`config.mk`:
```
export PLATFORM = sky130hd
export DESIGN_NAME = roman_numeral_encoder
export DESIGN_NICKNAME = d
export VERILOG_FILES = /design/src/rtl/rne_pkg.sv /design/src/rtl/rne_step.sv /design/src/rtl/roman_numeral_encoder.sv
export SDC_FILE = /design/constraint.sdc
export NUM_CORES = 1
export LEC_CHECK = 0
export BUFFER_PORTS_ARGS = -buffer_cell sky130_fd_sc_hd__buf_4
export CAP_MARGIN = 20
export CORE_MARGIN = 4
export CORE_UTILIZATION = 35
export DETAILED_ROUTE_END_ITERATION = 8
export PLACE_DENSITY = 0.63
export SKIP_CTS_REPAIR_TIMING = 1
export SYNTH_ARGS = -nofsm -noshare
export SYNTH_HDL_FRONTEND = slang
export SYNTH_SLANG_ARGS = --single-unit
export TNS_END_PERCENT = 100
```
`constraint.sdc`:
```
create_clock -name clk_i -period 5.55 [get_ports clk_i]
set_input_delay 1.11 -clock clk_i [delete_from_list [all_inputs] [get_ports clk_i]]
set_output_delay 1.11 -clock clk_i [all_outputs]
set_load 0.005 [all_outputs]
```
`src/rtl/rne_pkg.sv`:
```
// shared types, letter codes and the subtractive table of the roman numeral encoder
package rne_pkg;

  localparam int unsigned ValueW = 12;
  localparam int unsigned AsciiW = 7;
  localparam int unsigned TabDepth = 13;
  localparam int unsigned IdxW = $clog2(TabDepth);

  typedef logic [ValueW-1:0] value_t;
  typedef logic [AsciiW-1:0] ascii_t;
  typedef logic [IdxW-1:0]   idx_t;

  localparam value_t MaxValue = value_t'(3999);
  localparam idx_t   LastIdx  = idx_t'(TabDepth - 1);

  localparam ascii_t ChNone = ascii_t'(8'h00);
  localparam ascii_t ChI    = ascii_t'(8'h49);
  localparam ascii_t ChV    = ascii_t'(8'h56);
  localparam ascii_t ChX    = ascii_t'(8'h58);
  localparam ascii_t ChL    = ascii_t'(8'h4C);
  localparam ascii_t ChC    = ascii_t'(8'h43);
  localparam ascii_t ChD    = ascii_t'(8'h44);
  localparam ascii_t ChM    = ascii_t'(8'h4D);

  typedef struct packed {
    value_t amount;
    ascii_t first;
    ascii_t second;
    logic   pair;
  } tab_entry_t;

  // result of one compare and subtract step
  typedef struct packed {
    logic   ge;
    value_t diff;
    ascii_t first;
    ascii_t second;
    logic   pair;
  } rne_step_t;

  // rows in descending order, subtractive pairs carry a second letter
  function automatic tab_entry_t tab_entry(idx_t idx);
    tab_entry_t e;
    e = '{amount: value_t'(1), first: ChI, second: ChNone, pair: 1'b0};
    unique case (idx)
      idx_t'(0):  e = '{amount: value_t'(1000), first: ChM, second: ChNone, pair: 1'b0};
      idx_t'(1):  e = '{amount: value_t'(900),  first: ChC, second: ChM,    pair: 1'b1};
      idx_t'(2):  e = '{amount: value_t'(500),  first: ChD, second: ChNone, pair: 1'b0};
      idx_t'(3):  e = '{amount: value_t'(400),  first: ChC, second: ChD,    pair: 1'b1};
      idx_t'(4):  e = '{amount: value_t'(100),  first: ChC, second: ChNone, pair: 1'b0};
      idx_t'(5):  e = '{amount: value_t'(90),   first: ChX, second: ChC,    pair: 1'b1};
      idx_t'(6):  e = '{amount: value_t'(50),   first: ChL, second: ChNone, pair: 1'b0};
      idx_t'(7):  e = '{amount: value_t'(40),   first: ChX, second: ChL,    pair: 1'b1};
      idx_t'(8):  e = '{amount: value_t'(10),   first: ChX, second: ChNone, pair: 1'b0};
      idx_t'(9):  e = '{amount: value_t'(9),    first: ChI, second: ChX,    pair: 1'b1};
      idx_t'(10): e = '{amount: value_t'(5),    first: ChV, second: ChNone, pair: 1'b0};
      idx_t'(11): e = '{amount: value_t'(4),    first: ChI, second: ChV,    pair: 1'b1};
      default:    e = '{amount: value_t'(1),    first: ChI, second: ChNone, pair: 1'b0};
    endcase
    return e;
  endfunction

endpackage

```
`src/rtl/rne_step.sv`:
```
// shared compare and subtract unit against one row of the numeral table
module rne_step (
  input  rne_pkg::value_t   rem_i,
  input  rne_pkg::idx_t     idx_i,
  output rne_pkg::rne_step_t step_o
);
  import rne_pkg::*;

  tab_entry_t entry;

  assign entry         = tab_entry(idx_i);
  assign step_o.ge     = (rem_i >= entry.amount);
  assign step_o.diff   = rem_i - entry.amount;
  assign step_o.first  = entry.first;
  assign step_o.second = entry.second;
  assign step_o.pair   = entry.pair;

endmodule

```
`src/rtl/roman_numeral_encoder.sv`:
```
// roman numeral encoder top level: sequencer, remainder register and output word register
//
//   channel  direction  handshake              payload
//   in       sink       in_valid_i/in_ready_o  value_i
//   out      source     out_valid_o/out_ready_i letter_o, no_letter_o, out_of_range_o,
//                                               last_letter_o
//
// after a word is accepted, each sequencer step emits one letter or passes over one
// table row, so a word has at most 15 letters and 12 rows passed over; zero and out of
// range words give one empty word. the single compare/subtract unit sets the pace.
// reset clears the sequencer and output valid. a stalled output word holds the sequencer
// before a letter; in_ready_o is high only while idle, even with an output word waiting.
module roman_numeral_encoder (
  input  logic            clk_i,
  input  logic            rst_ni,
  input  logic            in_valid_i,
  output logic            in_ready_o,
  input  rne_pkg::value_t value_i,
  output logic            out_valid_o,
  input  logic            out_ready_i,
  output rne_pkg::ascii_t letter_o,
  output logic            no_letter_o,
  output logic            out_of_range_o,
  output logic            last_letter_o
);
  import rne_pkg::*;

  typedef enum logic [2:0] {
    StIdle = 3'b001,
    StRun  = 3'b010,
    StPair = 3'b100
  } state_e;

  state_e    state_q, state_d;
  value_t    rem_q, rem_d;
  idx_t      idx_q, idx_d;
  logic      err_q, err_d;
  logic      zero_q, zero_d;
  rne_step_t step;

  logic      out_valid_q, out_valid_d;
  ascii_t    letter_q, letter_d;
  logic      none_q, none_d;
  logic      oor_q, oor_d;
  logic      last_q, last_d;
  logic      slot_free;
  logic      emit;

  rne_step u_step (
    .rem_i (rem_q),
    .idx_i (idx_q),
    .step_o(step)
  );

  assign slot_free = !out_valid_q || out_ready_i;

  always_comb begin
    state_d  = state_q;
    rem_d    = rem_q;
    idx_d    = idx_q;
    err_d    = err_q;
    zero_d   = zero_q;
    emit     = 1'b0;
    letter_d = letter_q;
    none_d   = none_q;
    oor_d    = oor_q;
    last_d   = last_q;
    unique case (state_q)
      StIdle: begin
        if (in_valid_i) begin
          rem_d   = value_i;
          idx_d   = '0;
          err_d   = (value_i > MaxValue);
          zero_d  = (value_i == '0);
          state_d = StRun;
        end
      end
      StRun: begin
        if (err_q || zero_q) begin
          if (slot_free) begin
            emit     = 1'b1;
            letter_d = ChNone;
            none_d   = 1'b1;
            oor_d    = err_q;
            last_d   = 1'b1;
            state_d  = StIdle;
          end
        end else if (step.ge) begin
          if (slot_free) begin
            emit     = 1'b1;
            letter_d = step.first;
            none_d   = 1'b0;
            oor_d    = 1'b0;
            last_d   = (step.diff == '0) && !step.pair;
            rem_d    = step.diff;
            if (step.pair) begin
              state_d = StPair;
            end else if (step.diff == '0) begin
              state_d = StIdle;
            end
          end
        end else begin
          // row too large for the remainder, move to the next one
          idx_d = idx_q + idx_t'(1);
        end
      end
      StPair: begin
        if (slot_free) begin
          emit     = 1'b1;
          letter_d = step.second;
          none_d   = 1'b0;
          oor_d    = 1'b0;
          last_d   = (rem_q == '0);
          state_d  = (rem_q == '0) ? StIdle : StRun;
        end
      end
      default: begin
        state_d = StIdle;
      end
    endcase
  end

  always_comb begin
    out_valid_d = out_valid_q;
    if (out_ready_i) begin
      out_valid_d = 1'b0;
    end
    if (emit) begin
      out_valid_d = 1'b1;
    end
  end

  always_ff @(posedge clk_i or negedge rst_ni) begin
    if (!rst_ni) begin
      state_q     <= StIdle;
      idx_q       <= '0;
      err_q       <= 1'b0;
      zero_q      <= 1'b0;
      out_valid_q <= 1'b0;
    end else begin
      state_q     <= state_d;
      idx_q       <= idx_d;
      err_q       <= err_d;
      zero_q      <= zero_d;
      out_valid_q <= out_valid_d;
    end
  end

  always_ff @(posedge clk_i) begin
    rem_q    <= rem_d;
    letter_q <= letter_d;
    none_q   <= none_d;
    oor_q    <= oor_d;
    last_q   <= last_d;
  end

  assign in_ready_o     = (state_q == StIdle);
  assign out_valid_o    = out_valid_q;
  assign letter_o       = letter_q;
  assign no_letter_o    = none_q;
  assign out_of_range_o = oor_q;
  assign last_letter_o  = last_q;

`ifndef NO_ASSERTIONS
  a_busy_after_accept: assert property (@(posedge clk_i) disable iff (!rst_ni)
    in_valid_i && in_ready_o |=> !in_ready_o)
    else $error("encoder ready right after taking a word");

  a_idx_in_table: assert property (@(posedge clk_i) disable iff (!rst_ni)
    idx_q <= LastIdx)
    else $error("table row index past the last row");

  a_empty_is_last: assert property (@(posedge clk_i) disable iff (!rst_ni)
    out_valid_o && no_letter_o |-> last_letter_o && (letter_o == ChNone))
    else $error("empty result not marked as last");

  a_oor_is_empty: assert property (@(posedge clk_i) disable iff (!rst_ni)
    out_valid_o && out_of_range_o |-> no_letter_o)
    else $error("out of range result carries a letter");
`endif

endmodule

```
### Word-level counts from Yosys, hierarchy flattened

Memory sizes are Yosys's and may differ from the RTL's.
Cells that the tools add are included.

* flip-flop bits (word level): 32
* ROM bits: 352
* word-level logic and storage cells: 90
* memories kept: 1

Memory list
* (name not given): words 16, width 22, rd ports 1, clocked after Yosys merged registers in 0, write ports 0, RTL line rne_pkg.sv:45 `unique case (idx)`

* add/sub/neg operators: 2
* $lt $le $gt $ge: 2
* eq/ne operators: 12
* multiplexer cells: 46
* reduce and logical (&&, ||, !) cells: 17

Operators with widths (count)
* 12-bit 2-to-1 mux: 4
* 12-bit logical NOT: 3
* 7-bit 2-to-1 mux: 5
* 3-bit 2-to-1 mux: 8
* 12-bit case mux with 2 select lines: 1
* 1-bit 2-to-1 mux: 17
* 7-bit case mux with 2 select lines: 1
* 12-bit greater-or-equal comparator: 1
* 12-bit > comparator (second input constant): 1
* 4-bit 2-to-1 mux: 3
* 2-bit != test (second input constant): 6
* 12-bit subtractor: 1
* 5-bit AND reduction: 2
* 3-bit case mux with 3 select lines: 1
* 1-bit case mux with 2 select lines: 4
* 4-bit case mux with 2 select lines: 1
* 4-bit AND reduction: 2
* 3-bit != test (second input constant): 2
* 2-bit nonzero test: 3
* 4-bit by 1-bit adder with 4-bit output (second input constant): 1
* 4-bit by 3-bit != test with 1-bit output (second input constant): 1
* 3-bit by 1-bit equality test with 1-bit output (second input constant): 1
* 3-bit by 2-bit equality test with 1-bit output (second input constant): 1
* 3-bit equality test (second input constant): 1
* 6 further kinds: 8

### Logic depth before layout (Yosys ltp)

Gate-level depths: netlist of run 1.
An unclocked memory read counts as a cell.

* depth in word-level cells: 9
* mapped depth: 14
* gate-level depth less buffers: 13

### Cells and area by module

A second synthesis of run 1 with hierarchy kept.

* cell total of the unflattened synthesis: 311
* area total of the unflattened synthesis: 2578.7 um^2

By module, submodules not included
* roman_numeral_encoder: times used 1, cells each 171, area an instance 1649.1 um^2
* rne_step: times used 1, cells each 140, area an instance 929.6 um^2

### Least setup slack after synthesis of run 1

No wires, ideal clock.

* kind: reg-to-reg
* start point: reg idx_q[0]
* end point: reg last_q (netlist: last_letter_o) (data pin)
* setup time: 0.152 ns
* arrival time: 3.454 ns
* required time: 5.398 ns
* setup slack: 1.944 ns
* cell stages (with the launch flop): 15
* path buffers: 1
* cells stage by stage: dfrtp_1 -> clkbuf_1 -> inv_1 -> ha_1 -> o21a_1 -> ha_1 -> inv_1 -> fa_1 -> a21o_1 -> a221oi_2 -> mux2i_1 -> and4bb_1 -> o2111ai_1 -> or4_4 -> a31oi_1

* word-level cells in the longest chain between the ends: 8
* elaborated cells between the ends (all ways): 9
* those cells by class: add/sub (1); mux (4); reduce/logical (3); memory (1)

Ends and longest elaborated chain
* from (decl): RTL line roman_numeral_encoder.sv:36 `idx_t idx_q, idx_d;`
* from (signal assigned): RTL line roman_numeral_encoder.sv:142 `idx_q <= idx_d;`
* memory 16 x 22 bit (*)
* 12-bit subtractor: RTL line rne_step.sv:13 `assign step_o.diff = rem_i - entry.amount;`
* 12-bit logical NOT: RTL line roman_numeral_encoder.sv:94 `last_d = (step.diff == '0) && !step.pair;`
* 1-bit logical AND (*): RTL line roman_numeral_encoder.sv:94
* 1-bit 2-to-1 mux (*): RTL line roman_numeral_encoder.sv:89 `if (slot_free) begin`
* 1-bit 2-to-1 mux (*): RTL line roman_numeral_encoder.sv:88 `end else if (step.ge) begin`
* 1-bit 2-to-1 mux (*): RTL line roman_numeral_encoder.sv:79 `if (err_q || zero_q) begin`
* 1-bit case mux with 2 select lines (*): RTL line roman_numeral_encoder.sv:68 `unique case (state_q)`
* named net last_d: RTL line roman_numeral_encoder.sv:45 `logic last_q, last_d;`
* to (signal assigned): RTL line roman_numeral_encoder.sv:154 `last_q <= last_d;`
* to (decl): RTL line roman_numeral_encoder.sv:45

The timed path passes the listed nets; every way through them passes the cells marked *. The select of a mux whose other input is x is not followed.
A chain may end at the register's enable or synchronous reset.

### Final worst setup path of run 1

Ends and elaborated chain as after synthesis.

==> results of run 1 <==
-- sequential cells by signal, summed over array words and instances, names as in the netlist --
name / count
err_q: 1
idx_q: 4
last_letter_o: 1
letter_o: 6
no_letter_o: 1
out_of_range_o: 1
out_valid_o: 1
rem_q: 12
state_q: 3
zero_q: 1
-- final cells by class --
class | instances | area share
Inverter | 10 | 0.01352
Timing Repair Buffer | 27 | 0.07210
Clock inverter | 3 | 0.01397
Multi-Input combinational cell | 230 | 0.5219
Sequential cell | 31 | 0.3177
Clock buffer | 5 | 0.02479
Tap cell | 80 | 0.03605
-- kinds of logic (layout without fill, tap and decap cells) --
| group | count (synthesis) | count (layout) |
|---|---|---|
| buffers and inverters | 22 | 45 |
| DFF | 31 | 31 |
| AOI/OAI and AO/OA | 83 | 83 |
| other | 1 | 1 |
| adders and majority gates | 17 | 17 |
| and+or+nand+nor | 114 | 114 |
| xor gates and xnor gates | 10 | 10 |
| muxes | 5 | 5 |
-- metrics by stage --
| stage | utilization | worst slack, ps | cells |
|---|---|---|---|
| finish | 0.4109 | 1662 | 386 |
| global route | 0.4109 | 1433 | 386 |
| CTS | 0.4102 | 1675 | 385 |
| detailed placement | 0.3943 | 1699 | 377 |
| global placement | 0.3943 | 1784 | 377 |
| floorplan | - | 1944 | 283 |
-- power groups by stage --
stage	registers (mW)	clock network [mW]	logic, mW
2_1_floorplan	0.437	0	0.795
4_1_cts	0.456	0.226	1.06
6_report	0.456	0.223	1.07
3_5_place_dp	0.460	0	1.05
5_1_grt	0.468	0.235	1.20
3_3_place_gp	0.458	0	1.05
-- layer usage --
metal,share of wire,up-vias
li1,-,1084
met2,0.47,52
met5,0,-
met1,0.49,991
met4,0.0075,0
met3,0.038,6
-- cells in the final DEF, fill, tap and decap left out, types with 7 or more instances in the layout --
cell,instances
a21o_1,8
dfrtp_1,9
nor4_1,7
inv_1,9
nor2_1,24
nand2_1,49
edfxtp_1,21
a21oi_1,19
buf_4,26
ha_1,16
o21ai_0,18
-- tightest hold or removal path, cell delays in order (launching register included) --
cell	delay, ps
dfrtp_1	380
nand2_1	60
o21ai_0	60
-- how the worst min path moves through the flow --
stage,from,to,cells after the start,slack [ps]
2_1_floorplan,err_q,err_q,2,490
3_3_place_gp,zero_q,zero_q,2,520
3_5_place_dp,zero_q,zero_q,2,520
4_1_cts,zero_q,zero_q,2,540
5_1_grt,zero_q,zero_q,2,560
6_report,zero_q,zero_q,2,540
==> impl_metrics.py, run 1 <==
metrics = {
    "pwr": {
        "clkPwrFrac": 0.127,
        "internal-power_mw": 0.9518,
        "p_sw_frac": 0.4559,
        "power_frac_comb": 0.612,
        "power_mw": 1.749,
        "powerDensity_nw_per_um2": 630.0,
        "peakVddDrop_mv": 0.2411,
        "cellLeakagePower_nw": 1.185,
        "seqPwrFrac": 0.261,
        "switching_power_mw": 0.7974,
    },
    "cts": {
        "path_clk_slew_ps": 70,
        "cts_buffers": 5,
        "cts.sinks": 31,
        "cts_buffer_depth": 2,
        "cts.htree.levels": 2,
        "insertion_delay_ps": 290,
        "root_buffer": "clkbuf_8",
        "tritoncts": "done",
    },
    "route": {
        "wl_per_cell_um": 15.81,
        "wl_um": 6104,
        "drcViolationCount": 0,
        "vias": 2133,
        "first_iter_violations": 158,
        "avgViaCountPerCell": 5.526,
        "dr.pass1.iters": 5,
        "ant_nets": 0,
    },
    "yosys": {
        "netlist.area_leader.share": 0.2609,
        "synth-seq-area-share": 0.3649,
        "synth_top_family_by_area": "compound AO/OA/AOI/OAI gates",
        "async_flop_share": 0.3226,
        "synth_commonest_cells": "nand2_1, nor2_1, edfxtp_1",
        "yosysTopAreaCell": "edfxtp_1",
        "synth-xor-area-share": 0.03934,
        "yosysMostFrequentCell": "nand2_1",
        "synth_compound_area_frac": 0.2241,
        "avgSynthCellArea_um2": 8.542,
        "dominantRegCellSynth": "edfxtp_1",
        "synthMuxAreaShare": 0.02174,
        "netlist-cell-type-count": 58,
        "ys_seq_elements": 31,
        "synth_edf_count": 21,
        "netlist_instances": 283,
        "ys_warn_count": 0,
        "synthAdderAreaFrac": 0.09110,
        "synth_area_leaders": "edfxtp_1, dfrtp_1, ha_1, nand2_1, a21oi_1",
        "synth_area_um2": 2417,
        "yosys.area_share.simple": 0.2215,
        "synth_fp_nets": 316,
    },
    "sta": {
        "skew_ps": 6.943,
        "fin_setup_tns_ps": 0,
        "fin_crit_sh": 0.7006,
        "rsz0062_at_grt": "false",
        "min_period_ps": 3888,
        "setup_viol": 0,
        "tightest_slew_ps": 759.9,
        "slew_violations": 0,
        "hold_slack_ps": 536.7,
        "max_freq_mhz": 257.2,
        "timing.final.hold_violations": 0,
        "slew_headroom": 0.4923,
    },
    "worst_setup_path": {
        "reg2reg_to": "last_letter_o",
        "path_cells": "inv_1 > ha_1 > o21a_1 > ha_1 > inv_1 > fa_1 > a21o_1 > a221oi_2 > mux2i_1 > and4bb_1 > o2111ai_1 > or4_4 > a31oi_1",
        "critPathTopFamily": "compound AO/OA/AOI/OAI gates",
        "cp-startpoint": "idx_q[0]",
        "crit_end": "last_letter_o",
        "cpMaxStageDelayCell": "or4_4",
        "cp-end-kind": "flip-flop",
        "critical_path_class": "reg2reg",
        "r2r_start": "idx_q[0]",
        "slowest_delay_ps": 560,
        "required_ps": 5690,
        "path_max_fanout": 11,
        "reg2regPathDepth": 13,
        "cp-start-kind": "flip-flop",
        "path_buf_inv": 2,
        "regToRegSetupSlack_ps": 1660,
        "worst_ep_arrival_time_ps": 4030,
        "crit_cells": 13,
    },
    "cells_and_area": {
        "area_growth_syn_to_layout_pct": 14.85,
        "num-fill-cells": 684,
        "multi_input_area_um2": 1449,
        "drive_gt1_frac": 0.1471,
        "n_antenna_cell": 0,
        "finish.instance_area_um2": 2776,
        "final_nets": 338,
        "seq_area_um2": 882.1,
    },
    "die": {
        "ios": 28,
        "start_util": 0.3578,
        "die_y_um": 91.11,
        "floorplan.die_area_um2": 8300,
        "core_area_um2": 6756,
        "die_w_um": 91.11,
        "rows": 30,
    },
    "grt": {
        "gr-usage-met3": 0.02734,
        "gr-usage-met2": 0.2465,
        "grt_pass1_vias": 2079,
        "grt_max_degree": 25,
        "grt_pass1_wl_um": 10470,
        "grt_overflow": 0,
        "grt.busiest_layer": "met2",
        "grt_usage": 0.1548,
        "antenna_found_initial": 0,
        "grtUsageMet1": 0.2162,
    },
    "status": {
        "status": "completed",
    },
    "min_path": {
        "hold_class": "reg2reg",
    },
    "placed_design": {
        "place_congestion": 0.9531,
        "io_buffers": 26,
        "place_area_um2": 2664,
        "place.detailed.hpwl_um": 4717,
    },
    "run": {
        "max-cap-violations": 0,
    },
}
(Power assumes the default switching activity.)
==> run 2, diff against run 1 <==
==> constraint.sdc (replaced) <==
create_clock -name clk_i -period 3.6 [get_ports clk_i]
set_input_delay 0.72 -clock clk_i [delete_from_list [all_inputs] [get_ports clk_i]]
set_output_delay 0.72 -clock clk_i [all_outputs]
set_load 0.005 [all_outputs]
==> impl_metrics.py, run 2 (synthesized netlist as in run 1, its figures left out) <==
metrics = {
    "grt": {
        "grt_overflow": 0,
        "gr-usage-met2": 0.2385,
        "gr-usage-met3": 0.02900,
        "grt_max_degree": 24,
        "grt.busiest_layer": "met2",
        "grt_usage": 0.1474,
        "antenna_found_initial": 0,
        "grtUsageMet1": 0.1994,
        "grt_pass1_wl_um": 9998,
        "grt_pass1_vias": 2059,
    },
    "die": {
        "die_w_um": 91.11,
        "die_y_um": 91.11,
        "start_util": 0.3578,
        "rows": 30,
        "floorplan.die_area_um2": 8300,
        "core_area_um2": 6756,
        "ios": 28,
    },
    "placed_design": {
        "pre_cts_ws_ps": 89.44,
        "place.detailed.hpwl_um": 4741,
        "place_congestion": 0.8954,
        "io_buffers": 26,
    },
    "sta": {
        "min_period_ps": 3545,
        "setup_viol": 0,
        "max_freq_mhz": 282.1,
        "slew_violations": 0,
        "skew_ps": 9.133,
        "fin_setup_tns_ps": 0,
        "rsz0062_at_grt": "true",
        "tightest_slew_ps": 736.6,
        "setup_ws_ps": 55.46,
        "slew_headroom": 0.5077,
        "timing.final.hold_violations": 0,
        "fin_crit_sh": 0.9846,
    },
    "cts": {
        "cts.htree.levels": 2,
        "tritoncts": "done",
        "cts.sinks": 31,
        "cts_buffer_depth": 2,
        "root_buffer": "clkbuf_8",
        "cts_buffers": 5,
        "insertion_delay_ps": 280,
        "path_clk_slew_ps": 70,
    },
    "worst_setup_path": {
        "worst_ep_arrival_time_ps": 3660,
        "cp-end-kind": "flip-flop",
        "cp-start-kind": "flip-flop",
        "path_max_fanout": 4,
        "path_cells": "inv_1 > ha_1 > o21a_1 > ha_1 > inv_1 > fa_1 > a21o_1 > a221oi_4 > mux2i_1 > and4bb_1 > o2111ai_1 > or4_4 > a31oi_1",
        "critical_path_class": "reg2reg",
        "reg2reg_to": "last_letter_o",
        "path_buf_inv": 2,
        "regToRegSetupSlack_ps": 60,
        "critPathTopFamily": "compound AO/OA/AOI/OAI gates",
        "reg2regPathDepth": 13,
        "r2r_start": "idx_q[1]",
        "cpMaxStageDelayCell": "or4_4",
        "slowest_delay_ps": 560,
        "required_ps": 3720,
    },
    "route": {
        "dr.pass1.iters": 4,
        "wl_um": 6111,
        "avgViaCountPerCell": 5.499,
        "vias": 2194,
        "drcViolationCount": 0,
        "first_iter_violations": 112,
        "wl_per_cell_um": 15.32,
        "ant_nets": 0,
    },
    "cells_and_area": {
        "multi_input_area_um2": 1465,
        "fin_util": 0.4270,
        "final_nets": 351,
        "max_flop_register": "rem_q",
        "area_growth_syn_to_layout_pct": 19.36,
        "largest_reg_flops": 12,
        "final_cell_mix": "nand2_1, buf_4, nor2_1",
        "seq_area_um2": 882.1,
        "num-fill-cells": 683,
        "n_antenna_cell": 0,
        "final_common_cell": "nand2_1",
        "drive_gt1_frac": 0.1850,
    },
    "pwr": {
        "power_mw": 2.797,
        "cellLeakagePower_nw": 1.252,
        "peakVddDrop_mv": 0.3078,
        "powerDensity_nw_per_um2": 969.3,
    },
    "min_path": {
        "hold_class": "in2async",
    },
    "status": {
        "status": "completed",
    },
    "run": {
        "max-cap-violations": 0,
    },
}
-- run 2: layer usage --
metal	vias up	wire [um]
li1	1104	-
met1	1020	2914
met2	62	2814
met3	8	301
met4	0	81
met5	-	0
-- run 2: where the power goes --
part           internal (mW)  switching, mW  total [mW]
sequential             0.593         0.0919       0.685
clock                  0.174          0.131       0.306
combinational          0.753           1.05        1.81
-- run 2: worst max-delay path by stage --
stage | start | slack (ps) | endpoint | depth (start not counted)
after floorplan | idx_q[0] | 110 | last_letter_o | 14
after global placement | idx_q[0] | 210 | last_letter_o | 13
after detailed placement | idx_q[1] | 90 | last_letter_o | 13
after CTS | idx_q[1] | 70 | last_letter_o | 13
after global routing | idx_q[1] | -140 | last_letter_o | 12
final | idx_q[1] | 60 | last_letter_o | 13
-- run 2: layout make-up --
| type | instances | area share |
|---|---|---|
| clock buffers | 8 | 0.03469 |
| well taps | 80 | 0.03469 |
| flip-flops and latches | 31 | 0.3057 |
| multi-input cells | 230 | 0.5078 |
| repair buffers | 40 | 0.1041 |
| inverters | 10 | 0.01301 |
-- run 2: metrics by stage --
stage	hold slack, ps	area (um2)	std cells
6_report	262.7	2885	399
5_1_grt	260.1	2885	399
4_1_cts	255.1	2869	399
3_5_place_dp	524.5	2769	391
3_3_place_gp	515.7	2769	391
2_1_floorplan	424.4	2419	283
